===== src/hdl/dspi_pkg.sv =====
// shared types and constants for the display serial master
package dspi_pkg;

  localparam int BITS_PER_WORD = 8;
  localparam int PHASES        = 2 * BITS_PER_WORD;
  localparam int PH_W          = $clog2(PHASES);
  localparam int QUEUE_DEPTH   = 2;
  localparam int QPTR_W        = (QUEUE_DEPTH > 1) ? $clog2(QUEUE_DEPTH) : 1;
  localparam int QCNT_W        = $clog2(QUEUE_DEPTH + 1);

  typedef enum logic [2:0] {
    OP_CMD     = 3'd0,
    OP_DATA    = 3'd1,
    OP_READ    = 3'd2,
    OP_DESEL   = 3'd3,
    OP_SET_RST = 3'd4,
    OP_SET_PWR = 3'd5
  } op_e;

  typedef enum logic [2:0] {
    KIND_SHIFT_OUT,
    KIND_SHIFT_IN,
    KIND_DESELECT,
    KIND_SET_RESET,
    KIND_SET_POWER
  } kind_e;

  typedef enum logic {
    SEQ_IDLE,
    SEQ_SHIFT
  } seq_e;

  typedef struct packed {
    kind_e                    kind;
    logic                     dc;
    logic [BITS_PER_WORD-1:0] byte_value;
    logic [BITS_PER_WORD-1:0] incoming_bits;
    logic                     level;
  } cmd_t;

  typedef struct packed {
    logic                     cs_n;
    logic                     dc;
    logic                     sclk;
    logic                     mosi;
    logic                     mosi_drive;
    logic                     rst_pin;
    logic                     pwr_pin;
    logic [BITS_PER_WORD-1:0] read_data;
    logic                     last;
  } res_t;

endpackage


===== src/hdl/dspi_front.sv =====
// input stage: accepts beats, decodes the op and drops undefined codes
module dspi_front (
  input  logic                               clk_i,
  input  logic                               rst_ni,
  input  logic                               in_valid_i,
  output logic                               in_stall_o,
  input  logic [2:0]                         op_i,
  input  logic [dspi_pkg::BITS_PER_WORD-1:0] byte_value_i,
  input  logic [dspi_pkg::BITS_PER_WORD-1:0] incoming_bits_i,
  input  logic                               level_i,
  output logic                               push_o,
  output dspi_pkg::cmd_t                     push_data_o,
  input  logic                               q_full_i
);

  logic           valid_q, valid_d;
  dspi_pkg::cmd_t cmd_q, cmd_d;
  logic           accept;
  logic           op_ok;

  assign push_o      = valid_q && !q_full_i;
  assign in_stall_o  = valid_q && q_full_i;
  assign accept      = in_valid_i && !in_stall_o;
  assign push_data_o = cmd_q;

  always_comb begin
    op_ok              = 1'b1;
    cmd_d.kind         = dspi_pkg::KIND_SHIFT_OUT;
    cmd_d.dc           = 1'b0;
    cmd_d.byte_value   = byte_value_i;
    cmd_d.incoming_bits = incoming_bits_i;
    cmd_d.level        = level_i;
    unique case (op_i)
      dspi_pkg::OP_CMD: begin
        cmd_d.kind = dspi_pkg::KIND_SHIFT_OUT;
        cmd_d.dc   = 1'b0;
      end
      dspi_pkg::OP_DATA: begin
        cmd_d.kind = dspi_pkg::KIND_SHIFT_OUT;
        cmd_d.dc   = 1'b1;
      end
      dspi_pkg::OP_READ: begin
        cmd_d.kind = dspi_pkg::KIND_SHIFT_IN;
        cmd_d.dc   = 1'b1;
      end
      dspi_pkg::OP_DESEL:   cmd_d.kind = dspi_pkg::KIND_DESELECT;
      dspi_pkg::OP_SET_RST: cmd_d.kind = dspi_pkg::KIND_SET_RESET;
      dspi_pkg::OP_SET_PWR: cmd_d.kind = dspi_pkg::KIND_SET_POWER;
      default:              op_ok      = 1'b0;
    endcase
  end

  assign valid_d = (accept && op_ok) || (valid_q && !push_o);

  always_ff @(posedge clk_i or negedge rst_ni) begin
    if (!rst_ni) begin
      valid_q <= 1'b0;
    end else begin
      valid_q <= valid_d;
    end
  end

  always_ff @(posedge clk_i) begin
    if (accept && op_ok) begin
      cmd_q <= cmd_d;
    end
  end

endmodule


===== src/hdl/dspi_queue.sv =====
// short command queue between decode and the pin sequencer
module dspi_queue (
  input  logic           clk_i,
  input  logic           rst_ni,
  input  logic           push_i,
  input  dspi_pkg::cmd_t push_data_i,
  output logic           full_o,
  input  logic           pop_i,
  output logic           valid_o,
  output dspi_pkg::cmd_t head_o
);

  dspi_pkg::cmd_t                   mem_q [dspi_pkg::QUEUE_DEPTH];
  logic [dspi_pkg::QPTR_W-1:0]      wr_ptr_q, wr_ptr_d;
  logic [dspi_pkg::QPTR_W-1:0]      rd_ptr_q, rd_ptr_d;
  logic [dspi_pkg::QCNT_W-1:0]      count_q, count_d;
  logic                             do_push, do_pop;

  assign full_o  = (count_q == dspi_pkg::QCNT_W'(dspi_pkg::QUEUE_DEPTH));
  assign valid_o = (count_q != '0);
  assign head_o  = mem_q[rd_ptr_q];
  assign do_push = push_i && !full_o;
  assign do_pop  = pop_i && valid_o;

  always_comb begin
    wr_ptr_d = wr_ptr_q;
    rd_ptr_d = rd_ptr_q;
    count_d  = count_q;
    if (do_push) begin
      wr_ptr_d = (wr_ptr_q == dspi_pkg::QPTR_W'(dspi_pkg::QUEUE_DEPTH - 1)) ? '0
                 : wr_ptr_q + dspi_pkg::QPTR_W'(1);
    end
    if (do_pop) begin
      rd_ptr_d = (rd_ptr_q == dspi_pkg::QPTR_W'(dspi_pkg::QUEUE_DEPTH - 1)) ? '0
                 : rd_ptr_q + dspi_pkg::QPTR_W'(1);
    end
    priority if (do_push && !do_pop) begin
      count_d = count_q + dspi_pkg::QCNT_W'(1);
    end else if (do_pop && !do_push) begin
      count_d = count_q - dspi_pkg::QCNT_W'(1);
    end else begin
      count_d = count_q;
    end
  end

  always_ff @(posedge clk_i or negedge rst_ni) begin
    if (!rst_ni) begin
      wr_ptr_q <= '0;
      rd_ptr_q <= '0;
      count_q  <= '0;
    end else begin
      wr_ptr_q <= wr_ptr_d;
      rd_ptr_q <= rd_ptr_d;
      count_q  <= count_d;
    end
  end

  always_ff @(posedge clk_i) begin
    if (do_push) begin
      mem_q[wr_ptr_q] <= push_data_i;
    end
  end

  a_count_bound: assert property (@(posedge clk_i) disable iff (!rst_ni)
    count_q <= dspi_pkg::QCNT_W'(dspi_pkg::QUEUE_DEPTH))
    else $error("queue count exceeds depth");

endmodule


===== src/hdl/dspi_back.sv =====
// pin sequencer: held pin levels, half-bit phase generation and result register
module dspi_back (
  input  logic           clk_i,
  input  logic           rst_ni,
  input  logic           q_valid_i,
  input  dspi_pkg::cmd_t head_i,
  output logic           pop_o,
  output logic           out_valid_o,
  input  logic           out_stall_i,
  output dspi_pkg::res_t res_o
);

  localparam int MSB = dspi_pkg::BITS_PER_WORD - 1;

  dspi_pkg::seq_e state_q, state_d;

  logic cs_q, cs_d;
  logic dc_q, dc_d;
  logic clk_q, clk_d;
  logic dat_q, dat_d;
  logic rst_q, rst_d;
  logic pwr_q, pwr_d;
  logic rd_q, rd_d;
  logic [dspi_pkg::PH_W-1:0] phase_q, phase_d;
  logic [MSB:0] sh_q, sh_d;
  logic [MSB:0] inc_q, inc_d;
  logic [MSB:0] acc_q, acc_d;

  logic                      out_valid_q, out_valid_d;
  dspi_pkg::res_t            res_q, res_d;

  logic                      advance;
  logic                      emit;
  logic                      shift_step;
  logic                      phase_last;
  logic                      cur_rd;
  logic [dspi_pkg::PH_W-1:0] cur_phase;
  logic [MSB:0]              cur_sh, cur_inc, cur_acc;
  logic                      head_is_byte;

  assign advance      = !out_valid_q || !out_stall_i;
  assign head_is_byte = (head_i.kind == dspi_pkg::KIND_SHIFT_OUT) ||
                        (head_i.kind == dspi_pkg::KIND_SHIFT_IN);

  // next state
  always_comb begin
    state_d = state_q;
    unique case (state_q)
      dspi_pkg::SEQ_IDLE: begin
        if (q_valid_i && advance && head_is_byte) begin
          state_d = dspi_pkg::SEQ_SHIFT;
        end
      end
      dspi_pkg::SEQ_SHIFT: begin
        if (advance && phase_q == dspi_pkg::PH_W'(dspi_pkg::PHASES - 1)) begin
          state_d = dspi_pkg::SEQ_IDLE;
        end
      end
      default: state_d = dspi_pkg::SEQ_IDLE;
    endcase
  end

  // outputs and datapath
  always_comb begin
    cs_d       = cs_q;
    dc_d       = dc_q;
    clk_d      = clk_q;
    dat_d      = dat_q;
    rst_d      = rst_q;
    pwr_d      = pwr_q;
    rd_d       = rd_q;
    phase_d    = phase_q;
    sh_d       = sh_q;
    inc_d      = inc_q;
    acc_d      = acc_q;
    emit       = 1'b0;
    pop_o      = 1'b0;
    shift_step = 1'b0;
    cur_phase  = phase_q;
    cur_sh     = sh_q;
    cur_inc    = inc_q;
    cur_acc    = acc_q;
    cur_rd     = rd_q;

    unique case (state_q)
      dspi_pkg::SEQ_IDLE: begin
        cur_phase = '0;
        cur_sh    = head_i.byte_value;
        cur_inc   = head_i.incoming_bits;
        cur_acc   = '0;
        cur_rd    = (head_i.kind == dspi_pkg::KIND_SHIFT_IN);
        if (q_valid_i && advance) begin
          pop_o = 1'b1;
          emit  = 1'b1;
          unique case (head_i.kind)
            dspi_pkg::KIND_SHIFT_OUT, dspi_pkg::KIND_SHIFT_IN: begin
              cs_d       = 1'b0;
              dc_d       = head_i.dc;
              rd_d       = cur_rd;
              shift_step = 1'b1;
            end
            dspi_pkg::KIND_DESELECT:  cs_d  = 1'b1;
            dspi_pkg::KIND_SET_RESET: rst_d = head_i.level;
            dspi_pkg::KIND_SET_POWER: pwr_d = head_i.level;
            default: ;
          endcase
        end
      end
      dspi_pkg::SEQ_SHIFT: begin
        if (advance) begin
          emit       = 1'b1;
          shift_step = 1'b1;
        end
      end
      default: ;
    endcase

    phase_last = (cur_phase == dspi_pkg::PH_W'(dspi_pkg::PHASES - 1));

    if (shift_step) begin
      phase_d = cur_phase + dspi_pkg::PH_W'(1);
      if (!cur_phase[0]) begin
        clk_d = 1'b0;
        if (!cur_rd) begin
          dat_d = cur_sh[MSB];
        end
        sh_d  = {cur_sh[MSB-1:0], 1'b0};
        inc_d = cur_inc;
        acc_d = cur_acc;
      end else begin
        clk_d = 1'b1;
        if (cur_rd) begin
          acc_d = {cur_acc[MSB-1:0], cur_inc[MSB]};
        end else begin
          acc_d = cur_acc;
        end
        inc_d = {cur_inc[MSB-1:0], 1'b0};
        sh_d  = cur_sh;
      end
    end

    res_d.cs_n       = cs_d;
    res_d.dc         = dc_d;
    res_d.sclk       = clk_d;
    res_d.mosi_drive = !(shift_step && cur_rd);
    res_d.mosi       = res_d.mosi_drive ? dat_d : 1'b0;
    res_d.rst_pin    = rst_d;
    res_d.pwr_pin    = pwr_d;
    res_d.read_data  = (shift_step && cur_rd && phase_last) ? acc_d : '0;
    res_d.last       = !shift_step || phase_last;
  end

  assign out_valid_d = emit || (out_valid_q && out_stall_i);
  assign out_valid_o = out_valid_q;
  assign res_o       = res_q;

  always_ff @(posedge clk_i or negedge rst_ni) begin
    if (!rst_ni) begin
      state_q     <= dspi_pkg::SEQ_IDLE;
      cs_q        <= 1'b1;
      dc_q        <= 1'b0;
      clk_q       <= 1'b0;
      dat_q       <= 1'b0;
      rst_q       <= 1'b0;
      pwr_q       <= 1'b0;
      rd_q        <= 1'b0;
      phase_q     <= '0;
      out_valid_q <= 1'b0;
    end else begin
      state_q     <= state_d;
      cs_q        <= cs_d;
      dc_q        <= dc_d;
      clk_q       <= clk_d;
      dat_q       <= dat_d;
      rst_q       <= rst_d;
      pwr_q       <= pwr_d;
      rd_q        <= rd_d;
      phase_q     <= phase_d;
      out_valid_q <= out_valid_d;
    end
  end

  always_ff @(posedge clk_i) begin
    sh_q  <= sh_d;
    inc_q <= inc_d;
    acc_q <= acc_d;
    if (emit) begin
      res_q <= res_d;
    end
  end

  a_select_while_shifting: assert property (@(posedge clk_i) disable iff (!rst_ni)
    state_q == dspi_pkg::SEQ_SHIFT |-> !cs_q)
    else $error("chip select high during a byte");

  a_read_data_only_at_end: assert property (@(posedge clk_i) disable iff (!rst_ni)
    out_valid_q && (res_q.read_data != '0) |-> res_q.last && !res_q.mosi_drive)
    else $error("read data outside the final read phase");

  a_shift_ends: assert property (@(posedge clk_i) disable iff (!rst_ni)
    state_q == dspi_pkg::SEQ_SHIFT && advance &&
    phase_q == dspi_pkg::PH_W'(dspi_pkg::PHASES - 1) |=> state_q == dspi_pkg::SEQ_IDLE)
    else $error("sequencer did not return to idle after the last phase");

endmodule


===== src/hdl/display_spi_master_with_dc.sv =====
// top level of the display serial master with data/command line
// a byte item gives 16 result beats, one per cycle unless the output stalls, the first
//   in the cycle after it leaves the two-entry queue; pin items give one beat
// the phase sequencer takes no new item until a byte item has run all of its phases
// an input beat passes the front register, a queue entry and the result register
// reset: held cs_n level high, all other held pin levels low, queue and result register empty
module display_spi_master_with_dc (
  input  logic                               clk_i,
  input  logic                               rst_ni,
  input  logic                               in_valid_i,
  output logic                               in_stall_o,
  input  logic [2:0]                         op_i,
  input  logic [dspi_pkg::BITS_PER_WORD-1:0] byte_value_i,
  input  logic [dspi_pkg::BITS_PER_WORD-1:0] incoming_bits_i,
  input  logic                               level_i,
  output logic                               out_valid_o,
  input  logic                               out_stall_i,
  output logic                               cs_n_o,
  output logic                               dc_o,
  output logic                               sclk_o,
  output logic                               mosi_o,
  output logic                               mosi_drive_o,
  output logic                               rst_pin_o,
  output logic                               pwr_pin_o,
  output logic [dspi_pkg::BITS_PER_WORD-1:0] read_data_o,
  output logic                               last_o
);

  logic           push;
  dspi_pkg::cmd_t push_data;
  logic           q_full;
  logic           q_valid;
  logic           pop;
  dspi_pkg::cmd_t head;
  dspi_pkg::res_t res;

  dspi_front u_front (
    .clk_i           (clk_i),
    .rst_ni          (rst_ni),
    .in_valid_i      (in_valid_i),
    .in_stall_o      (in_stall_o),
    .op_i            (op_i),
    .byte_value_i    (byte_value_i),
    .incoming_bits_i (incoming_bits_i),
    .level_i         (level_i),
    .push_o          (push),
    .push_data_o     (push_data),
    .q_full_i        (q_full)
  );

  dspi_queue u_queue (
    .clk_i       (clk_i),
    .rst_ni      (rst_ni),
    .push_i      (push),
    .push_data_i (push_data),
    .full_o      (q_full),
    .pop_i       (pop),
    .valid_o     (q_valid),
    .head_o      (head)
  );

  dspi_back u_back (
    .clk_i       (clk_i),
    .rst_ni      (rst_ni),
    .q_valid_i   (q_valid),
    .head_i      (head),
    .pop_o       (pop),
    .out_valid_o (out_valid_o),
    .out_stall_i (out_stall_i),
    .res_o       (res)
  );

  assign cs_n_o       = res.cs_n;
  assign dc_o         = res.dc;
  assign sclk_o       = res.sclk;
  assign mosi_o       = res.mosi;
  assign mosi_drive_o = res.mosi_drive;
  assign rst_pin_o    = res.rst_pin;
  assign pwr_pin_o    = res.pwr_pin;
  assign read_data_o  = res.read_data;
  assign last_o       = res.last;

endmodule

===== config.mk =====
export PLATFORM = sky130hd
export DESIGN_NAME = display_spi_master_with_dc
export DESIGN_NICKNAME = d
export VERILOG_FILES = /design/src/hdl/dspi_pkg.sv /design/src/hdl/dspi_front.sv /design/src/hdl/dspi_queue.sv /design/src/hdl/dspi_back.sv /design/src/hdl/display_spi_master_with_dc.sv
export SDC_FILE = /design/constraint.sdc
export NUM_CORES = 1
export LEC_CHECK = 0
export BUFFER_PORTS_ARGS = -buffer_cell sky130_fd_sc_hd__buf_4
export CORE_ASPECT_RATIO = 0.5
export CORE_MARGIN = 8
export CORE_UTILIZATION = 50
export CTS_BUF_LIST = sky130_fd_sc_hd__clkbuf_2 sky130_fd_sc_hd__clkbuf_4 sky130_fd_sc_hd__clkbuf_8
export DETAILED_ROUTE_END_ITERATION = 8
export GPL_TIMING_DRIVEN = 1
export PLACE_DENSITY = 0.69
export SLEW_MARGIN = 0
export SYNTH_ARGS = -nofsm -noshare
export SYNTH_HDL_FRONTEND = slang
export SYNTH_SLANG_ARGS = --single-unit
export TNS_END_PERCENT = 5

===== constraint.sdc =====
create_clock -name clk_i -period 2.6 [get_ports clk_i]
set_input_delay 0.13 -clock clk_i [delete_from_list [all_inputs] [get_ports clk_i]]
set_output_delay 0.13 -clock clk_i [all_outputs]
set_load 0.005 [all_outputs]

Word level (Yosys, flattened, before mapping)
Memories as Yosys holds them, arrays and structs flattened.
Cells that the tools add are included.
- memory bits (writable): 42
- bits in registers: 79
- logic and storage cells: 135
- memories kept: 1
- equal/unequal tests: 12
- add/subtract/negate cells: 5
- bitwise gates (word level): 1
- reduce and logical (&&, ||, !) cells: 37
- muxes and demuxes: 46
- memory list (name ; words ; bits a word ; rd ports ; clocked after memory_dff ; write ports ; line ; text):
    u_queue.mem_q ; 2 ; 21 ; 1 ; 0 ; 1 ; dspi_queue.sv:13 ; dspi_pkg::cmd_t mem_q [dspi_pkg::QUEUE_DEPTH];
- operator list (operator ; number):
    $mux W8 ; 8
    $mux W1 ; 30
    $logic_and A1 B1 Y1 ; 15
    $eq A3 B2 Y1 const B ; 4
    $pmux W3 S4 ; 1
    $eq A3 B3 Y1 const B ; 3
    $logic_not A1 Y1 ; 9
    $eq A4 B4 Y1 const B ; 2
    $pmux W1 S2 ; 4
    $eq A3 B1 Y1 const B ; 2
    $logic_not A3 Y1 ; 2
    $reduce_or A6 Y1 ; 1
    $logic_or A1 B1 Y1 ; 5
    $add A4 B1 Y4 const B ; 1
    $mux W2 ; 2
    $mux W4 ; 1
    $reduce_bool A2 Y1 ; 2
    $reduce_or A2 Y1 ; 2
    $reduce_and A3 Y1 ; 1
    $add A1 B1 Y1 const B ; 2
    $add A2 B1 Y2 const B ; 1
    $eq A2 B2 Y1 const B ; 1
    $sub A2 B1 Y2 const B ; 1
    $not A1 Y1 ; 1

Depth between registers and ports, before layout
- depth in word-level cells: 9
- depth in mapped cells: 8
- mapped depth without buffers: 7

Hierarchy
A second synthesis with hierarchy kept.
- cells, all modules: 310
- area, all modules: 4918.5 um^2
- modules (own cells, without submodules) (module ; times used ; cells each ; area an instance (um^2)):
    dspi_back ; 1 ; 191 ; 2383.5
    dspi_queue ; 1 ; 84 ; 1799.2
    dspi_front ; 1 ; 35 ; 735.7

Worst setup path before layout
OpenSTA, ideal clock, no wires.
- path kind: register -> register
- start point: reg u_back.state_q
- end point: reg u_back.res_q, in the netlist u_back.res_o[3], data pin
- slack: 0.595 ns
- arrival time: 1.848 ns
- data required time: 2.443 ns
- buffers on the path: 3
- cell stages (with the launch flop): 9
- clock period less this slack: 2.005 ns
- cell sequence: dfrtp_1 buf_2 clkbuf_1 and2_1 ha_1 nand3_1 or3_1 clkbuf_1 nor3_1
- word-level cells in the longest chain between the ends: 4
- elaborated cells on any way between the ends: 11
- classes of those cells: 1 x eq/ne; 7 x mux; 1 x bitwise; 2 x reduce/logical
- ends and longest elaborated chain (what ; line ; text):
    start: declaration ; dspi_back.sv:15 ; dspi_pkg::seq_e state_q, state_d;
    start signal: assignment ; dspi_back.sv:159 ; state_q <= dspi_pkg::SEQ_IDLE;
    start signal: assignment ; dspi_back.sv:170 ; state_q <= state_d;
    $mux W8 (tied with other cells) ; dspi_back.sv:85 ; unique case (state_q)
    $mux W8 or $pmux W1 S2 (tied branches) ; dspi_back.sv:132, dspi_back.sv:85 ;
    $mux W8 or $logic_and A1 B1 Y1 (tied branches) ; dspi_back.sv:122, dspi_back.sv:149 ;
    $mux W8 or $logic_and A1 B1 Y1 (tied branches) ; dspi_back.sv:120, dspi_back.sv:149 ;
    end signal: assignment ; dspi_back.sv:188 ; res_q <= res_d;
    end: declaration ; dspi_back.sv:30 ; dspi_pkg::res_t res_q, res_d;
Several ways; a longest one is shown, not always the timed one.
A chain may end at the register's enable or synchronous reset.

Final worst setup path
- start point: reg u_back.state_q
- end point: reg u_back.res_q, in the netlist u_back.res_o[2], data pin
The elaborated chain is that of the path after synthesis.

==> out/results.ini <==
[pwr]
p_total_mw=7.16
ir_drop_v=0.000450
power.density_nw_per_um2=1200
p_leak_nw=2.26

[grt]
grt_overflow=0
grt_max_degree=30
antenna_found_initial=0
grt_pass1_wl_um=14400
grt_usage_pct=14.0
grt_pass1_vias=2942

[die]
dieArea_um2=13300
std_cell_rows=25
start_util_pct=51.3
die_height_um=85.6
fp.coreArea_um2=9450
ioPinCount=42
die-width_um=155

[worst_setup_path]
worst_setup_path_end_kind=flip-flop
worst-setup-path-type=flip-flop to flip-flop
worstPathArrival_ps=2430
required_ps=2840
cp_max_fo=14
cp-start-kind=flip-flop

[finish]
final_cells=551
design_area_um2=5980
area_delta_synth_final_pct=23.3
drive_above_1_share_pct=23.1
fin_util_pct=63.3
final_nets=430
n_antenna_cell=0

[timing]
finalMaxSlewViolations=0
fin_crit_ps=2200
final.setup_skew_ps=7.73
fmaxAchievable_ghz=0.456
final.setup.worst_slack_ps=405
setup_violations=0
rsz0062_at_grt=false
hold_viol=0
fin_crit_sh_pct=84.4
tightestPinTransition_ps=714
setup_tns_ps=0
whs_ps=56.6
relSlewSlack_pct=52.3

[clocking]
cts_max_path_buffers=2
cts_buffers=17
clock_sinks=121
cts_root_buf=clkbuf_8
cts.reportedPaths.clkPinSlew_ps=70
worst_skew_pair.late_latency_ps=420
h-tree-depth=4
cts_tree=done

[synth]
synth_edf_count=95
ys_seq_area_share_pct=71.5
ys_top_cells_by_area=edfxtp_1 59%, dfrtp_1 8.8%, mux2i_1 4.5%, dfxtp_1 3.3%, nor2b_1 2.6%
synth_common_cells=95 x edfxtp_1, 22 x mux2i_1, 20 x nor2_1, 20 x nor2b_1
syn_nets=355
syn_inst=328
ys_types=48
synth_ff_type=edfxtp_1
syn_avg_cell_area_um2=14.8
netlist_area_um2=4850
yosys_warnings=0
postSynth.asyncResetShare_pct=14.9
ys_ff_latch=121
yosys.area.top_type=edfxtp_1
synth_top_area_share_pct=58.9
synth.most_common_cell=edfxtp_1

[run_status]
status=finished, final reports clean

[detailed_routing]
drt_wl_total_um=8800
ant_nets=0
avgViaCountPerCell=5.26
drc_errors=0
first_iter_violations=232
post_drt_wl_per_cell_um=16.0
dr.pass1.iters=4
num_vias=2900

[placement]
port_buffers=41
dp_slack_ps=443
place_inst=499
routabilityCongestion=0.896
placed_cell_area_um2=5340
dpl.hpwl_um=5890

[hold_path]
hp-class=primary input to flip-flop

[run]
cap_violations=0

cells in the final DEF (no fill, tap or decap), drive strengths merged, types with 3 or more instances in the layout:
cell type     n
edfxtp       95
buf          52
mux2i        22
nor2b        20
dlygate4sd3  20
nor2         20
a21oi        17
clkbuf       17
dfrtp        17
a211oi       13
nand2        13
o21ai        10
inv           9
dfxtp         8
nor3          8
o221a         7
nand3         6
mux2          6
xnor2         5
clkinvlp      5
clkinv        5
and3          4
bufinv        4
nand4         3
nand2b        3
ha            3
and2          3
state kept, by name, indices dropped and copies added (netlist names):
name and cells:
u_back.rd_q 1, u_back.sh_q 8, u_back.inc_q 8, u_queue.wr_ptr_q 1, u_back.state_q 1, u_back.phase_q 4, u_back.out_valid_o 1, u_back.dc_q 1
u_back.dat_q 1, u_back.res_o 16, u_queue.count_q 2, u_back.pwr_q 1, u_queue.mem_q 42, u_front.valid_q 1, u_back.acc_q 8, u_back.rst_q 1
u_back.clk_q 1, u_queue.rd_ptr_q 1, u_front.push_data_o 21, u_back.cs_q 1
worst paths after layout:
path                                                endpoint                         startpoint  slack (ps)  cells past startpoint
setup reg to reg               u_back.res_o[2]$_SDFFCE_PN0P_           u_back.state_q$_DFF_PN0_         400                      5
max in group asynchronous              u_back.cs_q$_DFF_PN1_                             rst_ni        2210                      2
setup / recovery               u_back.res_o[2]$_SDFFCE_PN0P_           u_back.state_q$_DFF_PN0_         400                      5
hold reg to reg               u_queue.mem_q[1][10]$_DFFE_PP_  u_front.push_data_o[10]$_DFFE_PP_         450                      0
hold / removal             u_front.push_data_o[18]$_DFFE_PP_                            op_i[0]          60                      2
min in group asynchronous          u_front.valid_q$_DFF_PN0_                             rst_ni         120                      2
worst max-delay path, stage by stage, from the launching register on:
cell     delay [ps]
dfrtp_1         670
and2_1          310
ha_1            250
nand3_1         100
or3_1           460
nor3_1          230
cells by family after synthesis:
logic type | Yosys count | share of synthesized area, %
xor gates and xnor gates | 7 | 1.26
adders and majority gates | 3 | 0.774
DFF | 121 | 71.5
and+or+nand+nor | 86 | 9.50
muxes | 28 | 6.09
AOI/OAI and AO/OA | 59 | 8.88
buffers and inverters | 24 | 2.01
per-layer routing:
| layer | GRT usage [%] | wire (um) | vias to the layer above |
|---|---|---|---|
| met1 | 16.5 | 3860 | 1402 |
| met4 | 6.21 | 67 | 0 |
| li1 | - | - | 1393 |
| met2 | 23.0 | 4300 | 99 |
| met3 | 4.96 | 575 | 6 |
| met5 | 0 | 0 | - |
final cells by class:
type | instances | area [um2]
Multi-Input combinational cell | 183 | 1290
Sequential cell | 121 | 3460
Tap cell | 135 | 169
Clock inverter | 15 | 201
Clock buffer | 17 | 234
Fill cell | 711 | 3470
Inverter | 8 | 30.0
Timing Repair Buffer | 72 | 591
where the power goes:
group | leakage, nW | total (mW) | internal [mW] | switching [mW]
clock | 0.202 | 1.79 | 1.04 | 0.748
sequential | 1.18 | 3.31 | 2.93 | 0.374
combinational | 0.884 | 2.06 | 0.908 | 1.16
what timing repair did:
item                                   4_1_cts  5_1_grt
hold buffers                                20        0
buffers inserted                             0        0
gates resized for setup                      0        0
endpoints found under the hold margin       37        0
Power figures use the tool's default switching activity.
